**config.mk**
```make
export PLATFORM = sky130hd
export DESIGN_NAME = i2c_target_echo_and_port_writer
export DESIGN_NICKNAME = d
export VERILOG_FILES = /design/src/rtl/core/i2cte_pkg.sv /design/src/rtl/core/i2c_target_echo_and_port_writer.sv /design/src/rtl/core/i2cte_ram.sv /design/src/rtl/core/i2cte_seq.sv
export SDC_FILE = /design/constraint.sdc
export NUM_CORES = 1
export LEC_CHECK = 0
export BUFFER_PORTS_ARGS = -buffer_cell sky130_fd_sc_hd__buf_4
export CORE_MARGIN = 2
export CORE_UTILIZATION = 62
export CTS_CLUSTER_SIZE = 28
export DETAILED_ROUTE_END_ITERATION = 10
export HOLD_SLACK_MARGIN = 0.05
export PLACE_DENSITY_LB_ADDON = 0.1
export SLEW_MARGIN = 20
export SYNTH_ARGS = -nofsm -noshare
export SYNTH_HDL_FRONTEND = slang
export SYNTH_HIERARCHICAL = 1
export SYNTH_SLANG_ARGS = --single-unit
```
**constraint.sdc**
```tcl
create_clock -name clock -period 4 [get_ports clock]
set_clock_uncertainty 0.1 [all_clocks]
set_input_delay 1 -clock clock [delete_from_list [all_inputs] [get_ports clock]]
set_output_delay 1 -clock clock [all_outputs]
set_load 0.05 [all_outputs]
```
**src/rtl/core/i2cte_pkg.sv**
```systemverilog
package i2cte_pkg;

   localparam int STORE_DEPTH = 32;
   localparam int ADDR_W = $clog2(STORE_DEPTH);
   localparam int CNT_W = $clog2(STORE_DEPTH + 1);

   localparam logic [6:0] OWN_ADDRESS_RESET = 7'd40;
   localparam int PORT_MSG_LEN = 3;
   localparam int PORT_COUNT = 4;

   typedef logic [2:0] kind_type;

   localparam kind_type KIND_ADDRESSED = 3'd0;
   localparam kind_type KIND_READ      = 3'd1;
   localparam kind_type KIND_WRITE     = 3'd2;
   localparam kind_type KIND_STOP      = 3'd3;

   typedef enum logic [1:0] {
      ST_IDLE,
      ST_EXEC,
      ST_FETCH,
      ST_FINISH
   } state_type;

   typedef struct packed {
      logic     item_taken;
      kind_type kind;
      logic     read_hit;
      logic     port_candidate;
      logic     last_fetch;
      logic     out_free;
   } status_type;

   typedef struct packed {
      logic in_ready;
      logic exec;
      logic fetch;
      logic load_out;
   } ctrl_type;

endpackage

```
**src/rtl/core/i2c_target_echo_and_port_writer.sv**
```systemverilog
// Each item goes through the sequencer states EXEC, then FETCH for a master read that finds
// data or a stop that may complete a port write, then FINISH, where the result is loaded
// into the output register once that is free; only then is a new item taken. FETCH uses
// the single read port of the byte stores, which the sequencer walks one byte a cycle.
// Reset clears the sequencer, the counts and the output valid flag and sets own_address to 40;
// the two byte stores are not cleared, and are never read beyond their fill counts.
module i2c_target_echo_and_port_writer (
   input  logic        clock,
   input  logic        reset,
   input  logic        req_valid,
   output logic        req_ready,
   input  logic [2:0]  req_kind,
   input  logic [6:0]  req_bus_address,
   input  logic [7:0]  req_write_data,
   output logic        rsp_valid,
   input  logic        rsp_ready,
   output logic        rsp_ack,
   output logic        rsp_read_valid,
   output logic [7:0]  rsp_read_data,
   output logic        rsp_port_write,
   output logic [1:0]  rsp_port_index,
   output logic [15:0] rsp_port_value,
   output logic        rsp_echo_captured,
   output logic [5:0]  rsp_echo_length,
   input  logic        csr_write_enable,
   input  logic [6:0]  csr_write_data
);

   localparam int AW = i2cte_pkg::ADDR_W;
   localparam int CW = i2cte_pkg::CNT_W;

   i2cte_pkg::status_type status;
   i2cte_pkg::ctrl_type   ctrl;

   logic [6:0]           own_addr_ff;
   i2cte_pkg::kind_type  kind_ff, kind_in;
   logic [6:0]           bus_addr_ff, bus_addr_in;
   logic [7:0]           wdata_ff, wdata_in;
   logic [CW-1:0]        rx_cnt_ff, rx_cnt_in;
   logic [CW-1:0]        tx_cnt_ff, tx_cnt_in;
   logic [CW-1:0]        pos_ff, pos_in;
   logic                 bank_ff, bank_in;
   logic [1:0]           step_ff, step_in;

   logic                 w_ack_ff, w_ack_in;
   logic                 w_rvalid_ff, w_rvalid_in;
   logic [7:0]           w_rdata_ff, w_rdata_in;
   logic                 w_pwrite_ff, w_pwrite_in;
   logic [1:0]           w_pindex_ff, w_pindex_in;
   logic [15:0]          w_pvalue_ff, w_pvalue_in;
   logic                 w_echo_ff, w_echo_in;
   logic [5:0]           w_elen_ff, w_elen_in;

   logic                 rsp_valid_ff, rsp_valid_in;
   logic                 o_ack_ff;
   logic                 o_rvalid_ff;
   logic [7:0]           o_rdata_ff;
   logic                 o_pwrite_ff;
   logic [1:0]           o_pindex_ff;
   logic [15:0]          o_pvalue_ff;
   logic                 o_echo_ff;
   logic [5:0]           o_elen_ff;

   logic                 item_taken;
   logic                 wr_en;
   logic [AW-1:0]        rd_addr;
   logic                 rd_bank;
   logic [7:0]           rd_data0, rd_data1, rd_data;

   assign item_taken = req_valid && req_ready;
   assign req_ready  = ctrl.in_ready;

   assign status.item_taken     = item_taken;
   assign status.kind           = kind_ff;
   assign status.read_hit       = pos_ff < tx_cnt_ff;
   assign status.port_candidate = (tx_cnt_ff == '0) &&
                                  (rx_cnt_ff == CW'(i2cte_pkg::PORT_MSG_LEN));
   assign status.last_fetch     = (kind_ff == i2cte_pkg::KIND_READ) || (step_ff == 2'd2);
   assign status.out_free       = !rsp_valid_ff || rsp_ready;

   i2cte_seq u_seq (
      .clock  (clock),
      .reset  (reset),
      .status (status),
      .ctrl   (ctrl)
   );

   // Bank bank_ff holds the bytes being received; the other bank holds the echo bytes.
   assign wr_en   = ctrl.exec && (kind_ff == i2cte_pkg::KIND_WRITE) &&
                    (rx_cnt_ff < CW'(i2cte_pkg::STORE_DEPTH));
   assign rd_bank = (kind_ff == i2cte_pkg::KIND_READ) ? ~bank_ff : bank_ff;
   assign rd_data = rd_bank ? rd_data1 : rd_data0;

   always_comb begin
      if (ctrl.exec) begin
         rd_addr = (kind_ff == i2cte_pkg::KIND_READ) ? pos_ff[AW-1:0] : '0;
      end else begin
         rd_addr = AW'({1'b0, step_ff} + 3'd1);
      end
   end

   i2cte_ram #(.WIDTH(8), .DEPTH(i2cte_pkg::STORE_DEPTH)) u_bank0 (
      .clock   (clock),
      .wr_en   (wr_en && !bank_ff),
      .wr_addr (rx_cnt_ff[AW-1:0]),
      .wr_data (wdata_ff),
      .rd_addr (rd_addr),
      .rd_data (rd_data0)
   );

   i2cte_ram #(.WIDTH(8), .DEPTH(i2cte_pkg::STORE_DEPTH)) u_bank1 (
      .clock   (clock),
      .wr_en   (wr_en && bank_ff),
      .wr_addr (rx_cnt_ff[AW-1:0]),
      .wr_data (wdata_ff),
      .rd_addr (rd_addr),
      .rd_data (rd_data1)
   );

   always_comb begin
      kind_in     = kind_ff;
      bus_addr_in = bus_addr_ff;
      wdata_in    = wdata_ff;
      rx_cnt_in   = rx_cnt_ff;
      tx_cnt_in   = tx_cnt_ff;
      pos_in      = pos_ff;
      bank_in     = bank_ff;
      step_in     = step_ff;
      w_ack_in    = w_ack_ff;
      w_rvalid_in = w_rvalid_ff;
      w_rdata_in  = w_rdata_ff;
      w_pwrite_in = w_pwrite_ff;
      w_pindex_in = w_pindex_ff;
      w_pvalue_in = w_pvalue_ff;
      w_echo_in   = w_echo_ff;
      w_elen_in   = w_elen_ff;

      if (item_taken) begin
         kind_in     = req_kind;
         bus_addr_in = req_bus_address;
         wdata_in    = req_write_data;
      end

      if (ctrl.exec) begin
         w_ack_in    = 1'b0;
         w_rvalid_in = 1'b0;
         w_rdata_in  = 8'hFF;
         w_pwrite_in = 1'b0;
         w_pindex_in = 2'd0;
         w_pvalue_in = 16'd0;
         w_echo_in   = 1'b0;
         w_elen_in   = 6'd0;
         step_in     = 2'd0;
         case (kind_ff)
            i2cte_pkg::KIND_ADDRESSED: begin
               w_ack_in = (bus_addr_ff == own_addr_ff);
               // Pending write bytes become the echo bytes by swapping the banks.
               if (rx_cnt_ff != '0) begin
                  bank_in   = ~bank_ff;
                  tx_cnt_in = rx_cnt_ff;
                  rx_cnt_in = '0;
                  pos_in    = '0;
               end
            end
            i2cte_pkg::KIND_READ: begin
               w_ack_in = 1'b1;
               if (status.read_hit) begin
                  pos_in = pos_ff + CW'(1);
               end
            end
            i2cte_pkg::KIND_WRITE: begin
               if (wr_en) begin
                  rx_cnt_in = rx_cnt_ff + CW'(1);
                  w_ack_in  = rx_cnt_ff < CW'(i2cte_pkg::STORE_DEPTH - 1);
               end
            end
            i2cte_pkg::KIND_STOP: begin
               w_ack_in = 1'b1;
               if (tx_cnt_ff != '0 && rx_cnt_ff == '0) begin
                  w_echo_in = 1'b1;
                  w_elen_in = 6'(tx_cnt_ff);
               end
               tx_cnt_in = '0;
               rx_cnt_in = '0;
            end
            default: begin
               w_ack_in = 1'b0;
            end
         endcase
      end

      if (ctrl.fetch) begin
         if (kind_ff == i2cte_pkg::KIND_READ) begin
            w_rvalid_in = 1'b1;
            w_rdata_in  = rd_data;
         end else begin
            step_in = step_ff + 2'd1;
            case (step_ff)
               2'd0: begin
                  w_pwrite_in = rd_data < 8'(i2cte_pkg::PORT_COUNT);
                  w_pindex_in = (rd_data < 8'(i2cte_pkg::PORT_COUNT)) ? rd_data[1:0] : 2'd0;
               end
               2'd1: begin
                  w_pvalue_in[15:8] = w_pwrite_ff ? rd_data : 8'd0;
               end
               default: begin
                  w_pvalue_in[7:0] = w_pwrite_ff ? rd_data : 8'd0;
               end
            endcase
         end
      end
   end

   always_comb begin
      rsp_valid_in = rsp_valid_ff;
      if (ctrl.load_out) begin
         rsp_valid_in = 1'b1;
      end else if (rsp_ready) begin
         rsp_valid_in = 1'b0;
      end
   end

   always_ff @(posedge clock) begin
      if (reset) begin
         own_addr_ff  <= i2cte_pkg::OWN_ADDRESS_RESET;
         rx_cnt_ff    <= '0;
         tx_cnt_ff    <= '0;
         pos_ff       <= '0;
         bank_ff      <= 1'b0;
         step_ff      <= 2'd0;
         rsp_valid_ff <= 1'b0;
      end else begin
         if (csr_write_enable) begin
            own_addr_ff <= csr_write_data;
         end
         rx_cnt_ff    <= rx_cnt_in;
         tx_cnt_ff    <= tx_cnt_in;
         pos_ff       <= pos_in;
         bank_ff      <= bank_in;
         step_ff      <= step_in;
         rsp_valid_ff <= rsp_valid_in;
      end
   end

   always_ff @(posedge clock) begin
      kind_ff     <= kind_in;
      bus_addr_ff <= bus_addr_in;
      wdata_ff    <= wdata_in;
      w_ack_ff    <= w_ack_in;
      w_rvalid_ff <= w_rvalid_in;
      w_rdata_ff  <= w_rdata_in;
      w_pwrite_ff <= w_pwrite_in;
      w_pindex_ff <= w_pindex_in;
      w_pvalue_ff <= w_pvalue_in;
      w_echo_ff   <= w_echo_in;
      w_elen_ff   <= w_elen_in;
      if (ctrl.load_out) begin
         o_ack_ff    <= w_ack_ff;
         o_rvalid_ff <= w_rvalid_ff;
         o_rdata_ff  <= w_rdata_ff;
         o_pwrite_ff <= w_pwrite_ff;
         o_pindex_ff <= w_pindex_ff;
         o_pvalue_ff <= w_pvalue_ff;
         o_echo_ff   <= w_echo_ff;
         o_elen_ff   <= w_elen_ff;
      end
   end

   assign rsp_valid         = rsp_valid_ff;
   assign rsp_ack           = o_ack_ff;
   assign rsp_read_valid    = o_rvalid_ff;
   assign rsp_read_data     = o_rdata_ff;
   assign rsp_port_write    = o_pwrite_ff;
   assign rsp_port_index    = o_pindex_ff;
   assign rsp_port_value    = o_pvalue_ff;
   assign rsp_echo_captured = o_echo_ff;
   assign rsp_echo_length   = o_elen_ff;

`ifndef SYNTHESIS
   a_counts_in_range: assert property (@(posedge clock) disable iff (reset)
      (rx_cnt_ff <= CW'(i2cte_pkg::STORE_DEPTH)) && (tx_cnt_ff <= CW'(i2cte_pkg::STORE_DEPTH)) &&
      (pos_ff <= tx_cnt_ff || tx_cnt_ff == '0))
      else $error("store count or read position out of range");
   a_idle_bus_byte: assert property (@(posedge clock) disable iff (reset)
      (rsp_valid && !rsp_read_valid) |-> (rsp_read_data == 8'hFF))
      else $error("read data not idle while no byte is supplied");
   a_one_report: assert property (@(posedge clock) disable iff (reset)
      rsp_valid |-> !(rsp_port_write && rsp_echo_captured))
      else $error("port write and echo capture reported together");
   a_quiet_port: assert property (@(posedge clock) disable iff (reset)
      (rsp_valid && !rsp_port_write) |-> (rsp_port_value == 16'd0 && rsp_port_index == 2'd0))
      else $error("port fields set without a port write");
   a_load_shows: assert property (@(posedge clock) disable iff (reset)
      ctrl.load_out |=> rsp_valid)
      else $error("loaded result not presented");
`endif

endmodule

```
**src/rtl/core/i2cte_ram.sv**
```systemverilog
module i2cte_ram #(
   parameter int WIDTH = 8,
   parameter int DEPTH = 32
) (
   input  logic                     clock,
   input  logic                     wr_en,
   input  logic [$clog2(DEPTH)-1:0] wr_addr,
   input  logic [WIDTH-1:0]         wr_data,
   input  logic [$clog2(DEPTH)-1:0] rd_addr,
   output logic [WIDTH-1:0]         rd_data
);

   logic [WIDTH-1:0] mem_ff [DEPTH];
   logic [WIDTH-1:0] rd_data_ff;

   always_ff @(posedge clock) begin
      if (wr_en) begin
         mem_ff[wr_addr] <= wr_data;
      end
      rd_data_ff <= mem_ff[rd_addr];
   end

   assign rd_data = rd_data_ff;

endmodule

```
**src/rtl/core/i2cte_seq.sv**
```systemverilog
module i2cte_seq (
   input  logic                   clock,
   input  logic                   reset,
   input  i2cte_pkg::status_type  status,
   output i2cte_pkg::ctrl_type    ctrl
);

   i2cte_pkg::state_type state_ff;
   i2cte_pkg::state_type state_in;

   always_ff @(posedge clock) begin
      if (reset) begin
         state_ff <= i2cte_pkg::ST_IDLE;
      end else begin
         state_ff <= state_in;
      end
   end

   always_comb begin
      state_in = state_ff;
      case (state_ff)
         i2cte_pkg::ST_IDLE: begin
            if (status.item_taken) begin
               state_in = i2cte_pkg::ST_EXEC;
            end
         end
         i2cte_pkg::ST_EXEC: begin
            // A read that finds data and a possible port write both need the store.
            if ((status.kind == i2cte_pkg::KIND_READ && status.read_hit) ||
                (status.kind == i2cte_pkg::KIND_STOP && status.port_candidate)) begin
               state_in = i2cte_pkg::ST_FETCH;
            end else begin
               state_in = i2cte_pkg::ST_FINISH;
            end
         end
         i2cte_pkg::ST_FETCH: begin
            if (status.last_fetch) begin
               state_in = i2cte_pkg::ST_FINISH;
            end
         end
         i2cte_pkg::ST_FINISH: begin
            if (status.out_free) begin
               state_in = i2cte_pkg::ST_IDLE;
            end
         end
         default: begin
            state_in = i2cte_pkg::ST_IDLE;
         end
      endcase
   end

   always_comb begin
      ctrl.in_ready = 1'b0;
      ctrl.exec     = 1'b0;
      ctrl.fetch    = 1'b0;
      ctrl.load_out = 1'b0;
      case (state_ff)
         i2cte_pkg::ST_IDLE:   ctrl.in_ready = 1'b1;
         i2cte_pkg::ST_EXEC:   ctrl.exec = 1'b1;
         i2cte_pkg::ST_FETCH:  ctrl.fetch = 1'b1;
         i2cte_pkg::ST_FINISH: ctrl.load_out = status.out_free;
         default: begin
            ctrl.in_ready = 1'b0;
         end
      endcase
   end

`ifndef SYNTHESIS
   a_fetch_only_for_store: assert property (@(posedge clock) disable iff (reset)
      (state_ff == i2cte_pkg::ST_FETCH) |->
      (status.kind == i2cte_pkg::KIND_READ || status.kind == i2cte_pkg::KIND_STOP))
      else $error("store fetch for an item that needs no store access");
   a_taken_goes_exec: assert property (@(posedge clock) disable iff (reset)
      (status.item_taken && ctrl.in_ready) |=> (state_ff == i2cte_pkg::ST_EXEC))
      else $error("accepted item did not start execution");
   a_load_returns_idle: assert property (@(posedge clock) disable iff (reset)
      ctrl.load_out |=> ctrl.in_ready)
      else $error("sequencer did not return to idle after loading a result");
`endif

endmodule

```
==> reports/results.tsv <==
stage	metric	value	unit
status	status	finished clean	
synthesis	syn_inst	1239	
sta	rsz0062_at_grt	false	
worst_setup_path	arrival	3.91	ns
power_and_ir_drop	pwr-share-clk	0.344	
route	drtIter0Drc	1387	
route	wl	52610	µm
floorplanning	row_count	73	
power_and_ir_drop	p_int	13.31	mW
synthesis	syn_nets	1286	
power_and_ir_drop	switching_share	0.2529	
hold_path	hp-class	flip-flop to flip-flop	
run	maxCapViolCount	0	
route	via_per_inst	6.296	
synthesis	synthTopCellsByCount	edfxtp_1, mux4_2, nor2_1, dfxtp_1, o21ai_0	
synthesis	yosysTopAreaCell	edfxtp_1	
sta	fin_crit_sh	0.8878	
power_and_ir_drop	p_leak	9.521	nW
power_and_ir_drop	p_comb_frac	0.200	
hold_path	holdPathStages	0	
route	via_count	12604	
sta	fin_crit	3.551	ns
synthesis	synth_top_cell_area_share	0.6908	
finish	fin_nets	1474	
clock_tree	cts_hold_buf	0	
worst_setup_path	end_kind	flip-flop	
route	firstDrtPassIters	5	
floorplanning	die-area	41870	µm²
clock_tree	cts_inserted_buffers	66	
synthesis	yosysWarnings	6	
route	wl_met2	25850	µm
worst_setup_path	required	4.36	ns
sta	fin_ws	0.4490	ns
synthesis	synth_ff_type	edfxtp_1	
placed_design	post-place-ws	0.4977	ns
placed_design	globalplace.congestion	0.8376	
global_routing	track_usage	0.2605	
sta	finalSetupTns	0	ns
synthesis	synth_cell_types	56	
power_and_ir_drop	power.density	615.1	nW/µm²
finish	drive_above_1_share	0.3135	
sta	slew-limit-headroom	0.3594	
route	drc_errors	0	
power_and_ir_drop	ir_drop	0.0003756	V
synthesis	yosys.cell_count.top_type	edfxtp_1	
sta	fmax	281.6	MHz
placed_design	dp_hpwl	32470	µm
finish	register_area	18740	µm²
synthesis	yosysSeqAreaShare	0.7510	
floorplanning	die_h	204.6	µm
floorplanning	die_x	204.6	µm
finish	multi_input_area	5917	µm²
worst_setup_path	ff2ff_path_depth	10	
route	wl_met1	21730	µm
global_routing	grt_pass1_wl	79010	µm
synthesis	synth-async-reset-ratio	0	
floorplanning	pin_count	68	
power_and_ir_drop	p_seq_frac	0.456	
sta	max_slew.worst_pin.slew	0.9574	ns
clock_tree	h-tree-depth	3	
clock_tree	path_clk_slew	0.06	ns
power_and_ir_drop	p_sw	4.503	mW
clock_tree	clockBufferDepth	3	
floorplanning	core_area	39730	µm²
worst_setup_path	cp_max_fo	84	
clock_tree	clockRootBuffer	clkbuf_16	
placed_design	port_buffers	67	
route	ant_nets	0	
route	top_layer	met5	
route	routedWlPerCell	26.28	µm
synthesis	synth_seq_cells	649	
sta	final_hold_viol_count	0	
sta	slew_viol_final	0	
global_routing	antenna_found_initial	1	
synthesis	syn_avg_cell_area	20.14	µm²
global_routing	grt_pass1_vias	12528	
route	wl_met3	3903	µm
global_routing	overflow	0	
clock_tree	cts_resized	0	
synthesis	netlist_area	24950	µm²
synthesis	synth_edf_count	574	
synthesis	synthTopCellsByArea	edfxtp_1, mux4_2, dfxtp_1	
clock_tree	cts_setup_buffers	0	
clock_tree	clk_latency	0.58	ns
worst_setup_path	critical_path.startpoint_type	flip-flop	
floorplanning	start_util	0.6280	
finish	fillers	2319	
sta	setup_viol	0	
clock_tree	cts_sinks	649	
global_routing	grt_max_degree	85	
finish	area_delta_synth_final	16.04	%
worst_setup_path	worstSetupPathType	flip-flop to flip-flop	
finish	antennaDiodeCount	0	
clock_tree	cts_tree	done	
==> sequential cells by signal, summed over array words and instances, names as in the netlist, 8 cells and up <==
signal,cells
u_bank0/mem_ff,256
u_bank1/mem_ff,256
rsp_port_value,16
w_pvalue_ff,16
rsp_read_data,8
u_bank0/rd_data,8
u_bank1/rd_data,8
w_rdata_ff,8
wdata_ff,8
==> kinds of logic (layout without fill, tap and decap cells) <==
kind of cell	Yosys count	count (layout)	synth area share
and+or+nand+nor	208	208	0.04303
buffers and inverters	71	309	0.01324
DFF	649	649	0.7510
muxes	190	190	0.1573
adders and majority gates	17	17	0.008525
xor gates and xnor gates	12	12	0.004513
AOI/OAI and AO/OA	92	92	0.02247
==> cell type report <==
class	count	share of cell area
clock buffer	86	0.06543
inverter	20	0.002593
multi-input combinational	519	0.2044
timing repair buffer	171	0.04779
sequential	649	0.6472
clock inverter	32	0.009982
tap	525	0.02269
==> metal layers <==
layer | global-route usage | up-vias
met4 | 0.07816 | 2
met3 | 0.04295 | 85
li1 | - | 5410
met2 | 0.4117 | 534
met5 | 0 | -
met1 | 0.3818 | 6573
==> critical path, cell delays in order (launching register included) <==
cell	delay (ns)
dfxtp_1	0.31
inv_1	0.11
ha_1	0.51
buf_4	0.24
nand3_1	0.12
o21ai_4	0.11
buf_12	0.41
buf_4	0.33
mux4_2	0.34
mux4_2	0.52
mux2_2	0.28
==> cells in the final DEF (no fill, tap or decap), types with 10 or more instances in the layout <==
master and count:
a21oi_1 23, buf_4 163, clkbuf_1 10, clkbuf_16 72
clkinv_1 13, dfxtp_1 75, edfxtp_1 574, ha_1 17
inv_1 20, mux2_2 16, mux2i_1 14, mux4_2 160
nand2_1 35, nand3_1 14, nand3b_1 10, nor2_1 80
nor3_1 10, o21ai_0 41
==> through the flow <==
step,instance area [µm²],power (mW),std cells,hold WS (ns),util
global route,28950,18.45,2002,0.3351,0.7287
floorplan,24950,10.75,1239,0.3003,-
CTS,28950,17.96,2002,0.3269,0.7287
global placement,26770,11.80,1884,0.3030,0.6738
detailed placement,26770,11.85,1884,0.3119,0.6738
finish,28950,17.81,2002,0.3250,0.7287
==> power by group through the flow <==
| stage | Clock, mW | Combinational, mW | Sequential, mW |
|---|---|---|---|
| 6_report | 6.12 | 3.56 | 8.13 |
| 5_1_grt | 6.48 | 3.82 | 8.15 |
| 4_1_cts | 6.22 | 3.61 | 8.13 |
| 3_5_place_dp | 0 | 3.58 | 8.27 |
| 3_3_place_gp | 0 | 3.53 | 8.27 |
| 2_1_floorplan | 0 | 2.33 | 8.42 |
==> worst paths after layout <==
check | startpoint | end | slack, ns
worst max-delay path | u_seq/state_ff[1] | u_bank0/rd_data[7] | 0.45
worst min-delay path | w_rdata_ff[1] | rsp_read_data[1] | 0.32
worst max register to register | u_seq/state_ff[1] | u_bank0/rd_data[7] | 0.45
worst min register to register | w_rdata_ff[1] | rsp_read_data[1] | 0.32
Power figures use the tool's default switching activity.
